### src/rtl/smo_pkg.sv
// shared types and constants for the stack machine block
// no dependencies; imported by every rtl module of the block but smo_ram

package smo_pkg;

  // operation codes carried in the input tuser field
  localparam logic [2:0] FN_PUSH      = 3'd0;
  localparam logic [2:0] FN_PRINT_ALL = 3'd1;
  localparam logic [2:0] FN_PRINT_TOP = 3'd2;
  localparam logic [2:0] FN_POP       = 3'd3;
  localparam logic [2:0] FN_SWAP      = 3'd4;

  // result status codes
  localparam logic [1:0] STAT_OK    = 2'd0;
  localparam logic [1:0] STAT_EMPTY = 2'd1;
  localparam logic [1:0] STAT_SHORT = 2'd2;
  localparam logic [1:0] STAT_FULL  = 2'd3;

  localparam int unsigned DATA_W = 32;
  localparam int unsigned FUNC_W = 3;
  localparam int unsigned OUSER_W = 3;

  typedef enum logic [2:0] {
    S_IDLE,
    S_EMIT,
    S_SW_RD2,
    S_SW_WR1,
    S_SW_WR2,
    S_ERR
  } smo_state_t;

  // controller to datapath commands
  typedef struct packed {
    logic       push;         // write push value at count, count + 1
    logic       pop;          // count - 1
    logic       rd_top;       // read entry count - 1
    logic       rd_second;    // read entry count - 2
    logic       hold_ld;      // capture read data into hold register
    logic       wr_top;       // write read data to entry count - 1
    logic       wr_second;    // write hold register to entry count - 2
    logic       ptr_set_top;  // walk pointer to count - 1
    logic       ptr_set_zero; // walk pointer to zero (single element)
    logic       ptr_step;     // read entry ptr - 1, ptr - 1
    logic       out_ld_data;  // load output with read data
    logic       out_ld_err;   // load output with error result
    logic [1:0] err_status;
  } smo_cmd_t;

  // datapath to controller status
  typedef struct packed {
    logic empty;
    logic full;
    logic short_swap;
    logic ptr_zero;
    logic out_free;
  } smo_sts_t;

endpackage

### src/rtl/smo_ram.sv
// generic single-port ram with registered read
// no dependencies

module smo_ram #(
  parameter int unsigned WIDTH = 32,
  parameter int unsigned DEPTH = 64
) (
  input  logic                     clk,
  input  logic                     we,
  input  logic                     re,
  input  logic [$clog2(DEPTH)-1:0] addr,
  input  logic [WIDTH-1:0]         wdata,
  output logic [WIDTH-1:0]         rdata
);

  logic [WIDTH-1:0] mem [DEPTH];

  always_ff @(posedge clk) begin
    if (we) begin
      mem[addr] <= wdata;
    end
    if (re) begin
      rdata <= mem[addr];
    end
  end

endmodule

### src/rtl/smo_ctrl.sv
// controller state machine for the stack machine block
// depends on smo_pkg; drives smo_dp through smo_cmd_t

module smo_ctrl
  import smo_pkg::*;
(
  input  logic              clk,
  input  logic              rst_n,
  input  logic              in_tvalid,
  output logic              in_tready,
  input  logic [FUNC_W-1:0] func,
  input  smo_sts_t          sts,
  output smo_cmd_t          cmd
);

  smo_state_t state_r, state_nxt;
  logic [1:0] err_r, err_nxt;
  logic       accept;

  assign in_tready = (state_r == S_IDLE);
  assign accept    = in_tvalid && in_tready;

  always_ff @(posedge clk) begin
    if (!rst_n) begin
      state_r <= S_IDLE;
      err_r   <= STAT_OK;
    end else begin
      state_r <= state_nxt;
      err_r   <= err_nxt;
    end
  end

  always_comb begin
    state_nxt = state_r;
    err_nxt   = err_r;
    cmd       = '0;
    cmd.err_status = err_r;
    unique case (state_r)
      S_IDLE: begin
        if (accept) begin
          unique case (func)
            FN_PUSH: begin
              if (sts.full) begin
                err_nxt   = STAT_FULL;
                state_nxt = S_ERR;
              end else begin
                cmd.push = 1'b1;
              end
            end
            FN_PRINT_ALL: begin
              if (!sts.empty) begin
                cmd.rd_top      = 1'b1;
                cmd.ptr_set_top = 1'b1;
                state_nxt       = S_EMIT;
              end
            end
            FN_PRINT_TOP: begin
              if (sts.empty) begin
                err_nxt   = STAT_EMPTY;
                state_nxt = S_ERR;
              end else begin
                cmd.rd_top       = 1'b1;
                cmd.ptr_set_zero = 1'b1;
                state_nxt        = S_EMIT;
              end
            end
            FN_POP: begin
              if (sts.empty) begin
                err_nxt   = STAT_EMPTY;
                state_nxt = S_ERR;
              end else begin
                cmd.pop = 1'b1;
              end
            end
            FN_SWAP: begin
              if (sts.short_swap) begin
                err_nxt   = STAT_SHORT;
                state_nxt = S_ERR;
              end else begin
                cmd.rd_top = 1'b1;
                state_nxt  = S_SW_RD2;
              end
            end
            default: ;  // undefined opcodes are dropped
          endcase
        end
      end
      S_EMIT: begin
        if (sts.out_free) begin
          cmd.out_ld_data = 1'b1;
          if (sts.ptr_zero) begin
            state_nxt = S_IDLE;
          end else begin
            cmd.ptr_step = 1'b1;
          end
        end
      end
      S_SW_RD2: begin
        // top word is in read data now
        cmd.hold_ld   = 1'b1;
        cmd.rd_second = 1'b1;
        state_nxt     = S_SW_WR1;
      end
      S_SW_WR1: begin
        cmd.wr_top = 1'b1;
        state_nxt  = S_SW_WR2;
      end
      S_SW_WR2: begin
        cmd.wr_second = 1'b1;
        state_nxt     = S_IDLE;
      end
      S_ERR: begin
        if (sts.out_free) begin
          cmd.out_ld_err = 1'b1;
          state_nxt      = S_IDLE;
        end
      end
      default: state_nxt = S_IDLE;
    endcase
  end

endmodule

### src/rtl/smo_dp.sv
// datapath for the stack machine block: count, walk pointer, stack ram, output register
// depends on smo_pkg and smo_ram; commanded by smo_ctrl

module smo_dp
  import smo_pkg::*;
#(
  parameter int unsigned STACK_DEPTH = 64
) (
  input  logic               clk,
  input  logic               rst_n,
  input  smo_cmd_t           cmd,
  output smo_sts_t           sts,
  input  logic [DATA_W-1:0]  push_value,
  output logic               out_tvalid,
  input  logic               out_tready,
  output logic [DATA_W-1:0]  out_tdata,
  output logic [OUSER_W-1:0] out_tuser,
  output logic               out_tlast
);

  localparam int unsigned CW = $clog2(STACK_DEPTH + 1);
  localparam int unsigned AW = $clog2(STACK_DEPTH);

  logic [CW-1:0] count_r, count_nxt;
  logic [CW-1:0] cnt_m1, cnt_m2;
  logic [AW-1:0] ptr_r, ptr_nxt;
  logic [AW-1:0] ptr_m1;

  logic                    ram_we, ram_re;
  logic [AW-1:0]           ram_addr;
  logic [DATA_W-1:0]       ram_wdata, ram_rdata;
  logic signed [DATA_W-1:0] hold_r;

  logic                     out_valid_r;
  logic signed [DATA_W-1:0] out_data_r;
  logic                     out_has_r;
  logic [1:0]               out_status_r;
  logic                     out_last_r;

  assign cnt_m1 = count_r - CW'(1);
  assign cnt_m2 = count_r - CW'(2);
  assign ptr_m1 = ptr_r - AW'(1);

  assign sts.empty      = (count_r == '0);
  assign sts.full       = (count_r == CW'(STACK_DEPTH));
  assign sts.short_swap = (count_r < CW'(2));
  assign sts.ptr_zero   = (ptr_r == '0);
  assign sts.out_free   = !out_valid_r || out_tready;

  // single ram port, the controller never asks for two accesses at once
  always_comb begin
    ram_we    = 1'b0;
    ram_re    = 1'b0;
    ram_addr  = cnt_m1[AW-1:0];
    ram_wdata = ram_rdata;
    priority if (cmd.push) begin
      ram_we    = 1'b1;
      ram_addr  = count_r[AW-1:0];
      ram_wdata = push_value;
    end else if (cmd.rd_top) begin
      ram_re = 1'b1;
    end else if (cmd.rd_second) begin
      ram_re   = 1'b1;
      ram_addr = cnt_m2[AW-1:0];
    end else if (cmd.wr_top) begin
      ram_we = 1'b1;
    end else if (cmd.wr_second) begin
      ram_we    = 1'b1;
      ram_addr  = cnt_m2[AW-1:0];
      ram_wdata = hold_r;
    end else if (cmd.ptr_step) begin
      ram_re   = 1'b1;
      ram_addr = ptr_m1;
    end
  end

  smo_ram #(
    .WIDTH (DATA_W),
    .DEPTH (STACK_DEPTH)
  ) u_ram (
    .clk   (clk),
    .we    (ram_we),
    .re    (ram_re),
    .addr  (ram_addr),
    .wdata (ram_wdata),
    .rdata (ram_rdata)
  );

  always_comb begin
    count_nxt = count_r;
    if (cmd.push) begin
      count_nxt = count_r + CW'(1);
    end else if (cmd.pop) begin
      count_nxt = cnt_m1;
    end
  end

  always_comb begin
    ptr_nxt = ptr_r;
    priority if (cmd.ptr_set_top) begin
      ptr_nxt = cnt_m1[AW-1:0];
    end else if (cmd.ptr_set_zero) begin
      ptr_nxt = '0;
    end else if (cmd.ptr_step) begin
      ptr_nxt = ptr_m1;
    end
  end

  always_ff @(posedge clk) begin
    if (!rst_n) begin
      count_r     <= '0;
      out_valid_r <= 1'b0;
    end else begin
      count_r <= count_nxt;
      if (cmd.out_ld_data || cmd.out_ld_err) begin
        out_valid_r <= 1'b1;
      end else if (out_tready) begin
        out_valid_r <= 1'b0;
      end
    end
  end

  // payload registers, no reset
  always_ff @(posedge clk) begin
    ptr_r <= ptr_nxt;
    if (cmd.hold_ld) begin
      hold_r <= ram_rdata;
    end
    if (cmd.out_ld_data) begin
      out_data_r   <= ram_rdata;
      out_has_r    <= 1'b1;
      out_status_r <= STAT_OK;
      out_last_r   <= sts.ptr_zero;
    end else if (cmd.out_ld_err) begin
      out_data_r   <= '0;
      out_has_r    <= 1'b0;
      out_status_r <= cmd.err_status;
      out_last_r   <= 1'b1;
    end
  end

  assign out_tvalid = out_valid_r;
  assign out_tdata  = out_data_r;
  assign out_tuser  = {out_status_r, out_has_r};
  assign out_tlast  = out_last_r;

endmodule

### src/rtl/stack_machine_ops_top.sv
// top level of the stack machine block: bounded lifo stack of signed 32-bit words
// depends on smo_pkg, smo_ctrl, smo_dp (which holds smo_ram)

// usage
//   input channel: one transaction per operation; in_tuser carries the opcode
//   (push, print all, print top, pop, swap), in_tdata the value for a push
//   result channel: data words and error reports; out_tuser holds has_data and
//   status, out_tlast marks the final result of one operation
//   successful push and pop keep in_tready high so they run back to back
//   print top: the top entry is read, then loaded into the output register once free
//   print all: the top entry is read first, then one element per cycle from top to
//   bottom while out_tready is high; the input waits until the bottom one is loaded
//   swap: two reads and two writes through the single ram port
//   errors (empty, short swap, full) give one result and leave the stack alone
//   opcodes five to seven are taken and dropped
//   reset clears the element count, output valid and controller state; the ram needs
//   no clearing pass since entries at or above the count are never read
//   a stalled receiver holds the output register; the next operation is still
//   taken, and only an operation that produces a result waits for the register
//   to free up

module stack_machine_ops_top
  import smo_pkg::*;
#(
  parameter int unsigned STACK_DEPTH = 64
) (
  input  logic               clk,
  input  logic               rst_n,
  input  logic               in_tvalid,
  output logic               in_tready,
  input  logic [DATA_W-1:0]  in_tdata,   // [31:0] push_value
  input  logic [FUNC_W-1:0]  in_tuser,   // [2:0] func
  output logic               out_tvalid,
  input  logic               out_tready,
  output logic [DATA_W-1:0]  out_tdata,  // [31:0] data
  output logic [OUSER_W-1:0] out_tuser,  // [0] has_data, [2:1] status
  output logic               out_tlast   // last
);

  smo_cmd_t cmd;
  smo_sts_t sts;

  // opcode decode and sequencing
  smo_ctrl u_ctrl (
    .clk       (clk),
    .rst_n     (rst_n),
    .in_tvalid (in_tvalid),
    .in_tready (in_tready),
    .func      (in_tuser),
    .sts       (sts),
    .cmd       (cmd)
  );

  // stack storage, count and result register
  smo_dp #(
    .STACK_DEPTH (STACK_DEPTH)
  ) u_dp (
    .clk        (clk),
    .rst_n      (rst_n),
    .cmd        (cmd),
    .sts        (sts),
    .push_value (in_tdata),
    .out_tvalid (out_tvalid),
    .out_tready (out_tready),
    .out_tdata  (out_tdata),
    .out_tuser  (out_tuser),
    .out_tlast  (out_tlast)
  );

endmodule

### config.mk
export PLATFORM = sky130hd
export DESIGN_NAME = stack_machine_ops_top
export DESIGN_NICKNAME = d
export VERILOG_FILES = /design/src/rtl/smo_pkg.sv /design/src/rtl/smo_ram.sv /design/src/rtl/smo_ctrl.sv /design/src/rtl/smo_dp.sv /design/src/rtl/stack_machine_ops_top.sv
export SDC_FILE = /design/constraint.sdc
export NUM_CORES = 2
export LEC_CHECK = 0
export BUFFER_PORTS_ARGS = -buffer_cell sky130_fd_sc_hd__buf_2
export CAP_MARGIN = 20
export CORE_ASPECT_RATIO = 1.4
export CORE_UTILIZATION = 30
export CTS_CLUSTER_SIZE = 16
export DETAILED_ROUTE_END_ITERATION = 10
export PLACE_DENSITY_LB_ADDON = 0.15
export SLEW_MARGIN = 20
export SYNTH_ARGS = -nofsm -noshare
export SYNTH_HDL_FRONTEND = slang
export SYNTH_SLANG_ARGS = --single-unit
### constraint.sdc
create_clock -name clk -period 12.7 [get_ports clk]
set_input_delay 1.905 -clock clk [delete_from_list [all_inputs] [get_ports clk]]
set_output_delay 1.905 -clock clk [all_outputs]
set_load 0.03 [all_outputs]
==> metrics <==
Setup TNS=0 ns; Seq cells post-synth=2167; final setup skew=0.07013 ns; Pwr Total=18.95 mW; WP data required=13.18 ns; post-cts resize count=0; Switch Pwr=6.144 mW; dpl cell area=0.09296 mm²; Reg area=0.06491 mm²; WHS Endpoint=u_dp.out_status_r[1]$_SDFFE_PP0P_; worst r2r src=u_dp.count_r[1]$_SDFFE_PN0P_; HP Class=flip-flop to flip-flop; Leakage=32.67 nW; critical path type=primary input to flip-flop; unrepaired setup endpoints after global routing=false; final hold slack=0.4479 ns; iteration-0 DRC count of the detailed router=6857; R2R depth=16; Clock Power Share=0.330; Comb pwr share=0.221; Starting Density=0.3020; slowest stage cell, crit path=or4_1; Max stage delay on crit path=0.59 ns; CTS sink cnt=2167; worst path buffer plus inverter count=5; hold path start=u_dp.out_status_r[1]$_SDFFE_PP0P_; most frequent cells after synthesis=2151 x edfxtp_1, 614 x nand2_1, 303 x mux2i_1; status=completed; WHS Path Cells=2; H-tree depth=4; # port buffers=76; Synth Net Count=5563; share of layout cells above drive strength 1=0.1607; top-count cell post-synth=edfxtp_1; TritonCTS Buffers=215; Mapped Cells=5518; post-synth top area cell=edfxtp_1; Tmin final=7.411 ns; # rows=232; Tot GR Track Use=0.2498; Async SR Flop Fraction=0; fill count=27310; Post-synth EDFFs=2151; Seq/Total Area, Yosys=0.7533; first-pass GRT wire length=489.0 mm; CTS tree=built; peak supply drop=0.1169 mV; Synth cell types=90; CTS hold repair buffers=0; Worst R2R Setup Slack=5.39 ns; GRT Residual Overflow=0; Pwr Density=190.1 mW/mm²; Syn. warnings=0; crit share post-route=0.5835; Final Net Count=5735; initial antenna violation count=35; Yosys top cell area share=0.7496; final wirelength=369.8 mm; Final Cell Area=0.09967 mm²; Reg clk slew, reported paths=0.06 ns; number of setup violations in the final report=0; DR vias=54580; Sequential Power Share=0.449; Pint=12.81 mW; Crit. End Element=flip-flop; max cap viols=0; CP delay by family, top=simple AND/OR/NAND/NOR gates; Syn Std Cell Area=0.08617 mm²; die width=455.0 µm; Mean Syn Cell Area=15.62 µm²; final-report hold violation count=0; post-detail-place hpwl=212.5 mm; later-pin clock latency in the skew report=0.92 ns; FMAX=0.1349 GHz; Post-CTS Setup Inserts=0; switching share of power=0.3242; Startpoint Class=primary input; critical-path maximum fanout=102; Die Area=0.2894 mm²; Area growth, synth to finish=15.67%; Arr. time, crit path=7.89 ns; reg2reg end=u_dp.u_ram.rdata[18]$_DFFE_PP_; Worst Tran Pin Value=1.264 ns; Pre-antenna DRT Iters=8; Longest Clk Path Bufs=4; top cells by area in the synthesized netlist=edfxtp_1 75%, mux2i_1 3.5%, nand2_1 2.7%, mux2_2 1.9%, a221oi_1 1.3%; pin count of the biggest net entering global routing=103; ys flop type=edfxtp_1; Multi-input gate area=0.02054 mm²; Post-DRT Antenna Nets=0; gpl congestion=0.8405; relative slew slack=0.1463; DR vias/cell=5.652; Die Ht=636.1 µm; vias in the first global route=52450; Root Buffer=clkbuf_16; max-slew violations=0; Core Box Area=0.2853 mm²; Wirelength per Cell=38.29 µm; # DRC=0; Cell Chain, Critical Path=buf_2, or4b_1, or4_1, nor2_4, o31ai_4, buf_12, a21oi_4, buf_12, buf_4, buf_4, mux2_2, a221oi_1, nor3_1, a21oi_1, nand4_1; I/O pin cnt=77
-- per-stage QoR --
| stage | setup slack, ns | instances | utilization |
|---|---|---|---|
| final | 5.289 | 9658 | 0.3493 |
| after global routing | 4.862 | 9649 | 0.3492 |
| after CTS | 5.311 | 9599 | 0.3488 |
| after detailed placement | 4.348 | 9217 | 0.3258 |
| after global placement | 3.328 | 9209 | 0.3253 |
| after floorplan | 6.143 | 5518 | - |
-- tightest hold or removal path, delay by kind of cell, from the launching register on --
kind	cells	cell delay [ns]
AO/OA/AOI/OAI	1	0.05
flip-flops	1	0.32
AND/OR/NAND/NOR	1	0.04
-- registers in the layout, indices dropped and copies added, names as in the netlist --
name	cells
u_dp.out_tvalid	1
u_dp.count_r	7
u_ctrl.err_r	2
u_dp.out_status_r	2
u_dp.out_has_r	1
u_dp.out_tdata	32
u_dp.u_ram.mem	2048
u_ctrl.state_r	3
u_dp.ptr_r	6
u_dp.u_ram.rdata	32
u_dp.out_tlast	1
u_dp.hold_r	32
-- area by class of cell --
type                    count  area share
flip-flops and latches   2167      0.6513
clock buffers             271     0.05715
inverters                  67    0.002523
diodes                     59    0.001481
well taps                3744     0.04700
repair buffers            338     0.02578
multi-input cells        2901      0.2061
clock inverters           111    0.008724
-- kinds of logic (layout without fill, tap and decap cells) --
kind of cell | count (synthesis) | in the layout | share of synthesized area
fa+ha+maj | 6 | 6 | 0.0008712
simple gates | 1234 | 1234 | 0.06370
xor+xnor | 16 | 16 | 0.001626
flops | 2167 | 2167 | 0.7533
mux | 456 | 456 | 0.05532
buf+inv | 450 | 787 | 0.02375
compound gates | 1189 | 1189 | 0.1014
other cells | 0 | 59 | 0
-- layout by cell type (no fill, tap or decap), types with 33 or more instances in the layout --
master / synthesis / routed
o2bb2ai_1: 46 / 46
o211ai_1: 44 / 44
a22o_1: 36 / 36
o21ai_0: 116 / 106
nand2_1: 614 / 612
and2_1: 40 / 40
nand3_1: 218 / 217
mux2_2: 149 / 149
clkbuf_16: 0 / 220
mux2i_1: 303 / 303
nor2_1: 167 / 85
a31oi_1: 99 / 67
nor2_4: 1 / 74
a211oi_1: 108 / 103
nand4_1: 33 / 33
buf_2: 130 / 78
a22oi_1: 122 / 120
a21oi_1: 156 / 156
diode_2: 0 / 59
clkbuf_1: 164 / 51
nor3_1: 60 / 58
inv_1: 66 / 65
buf_4: 40 / 241
clkinv_1: 0 / 57
a221oi_1: 132 / 131
edfxtp_1: 2151 / 2151
o22ai_1: 71 / 71
-- power by group through the flow --
| stage | logic, mW | registers (mW) | clock network (mW) |
|---|---|---|---|
| global placement | 4.10 | 8.65 | 0 |
| CTS | 4.16 | 8.50 | 6.34 |
| finish | 4.20 | 8.50 | 6.25 |
| global route | 4.25 | 8.50 | 6.57 |
| detailed placement | 4.15 | 8.66 | 0 |
| floorplan | 1.87 | 8.65 | 0 |
-- how the worst max path moves through the flow --
stage	from	endpoint	slack, ns	depth (start not counted)
after floorplan	in_tvalid	u_dp.u_ram.mem[12][0]$_DFFE_PP_	6.14	13
after CTS	in_tvalid	u_dp.u_ram.rdata[29]$_DFFE_PP_	5.31	15
final	in_tvalid	u_dp.u_ram.rdata[18]$_DFFE_PP_	5.29	15
after global routing	u_dp.count_r[1]$_SDFFE_PN0P_	u_dp.u_ram.rdata[29]$_DFFE_PP_	4.86	16
after detailed placement	in_tvalid	u_dp.u_ram.rdata[29]$_DFFE_PP_	4.35	15
after global placement	in_tvalid	u_dp.u_ram.rdata[18]$_DFFE_PP_	3.33	16
-- per-layer routing --
layer / share of wire / global-route usage
met5: 0.00013 / 0
met4: 0.062 / 0.1377
met1: 0.38 / 0.3062
met3: 0.064 / 0.03304
met2: 0.49 / 0.4226
(Power assumes the default switching activity.)
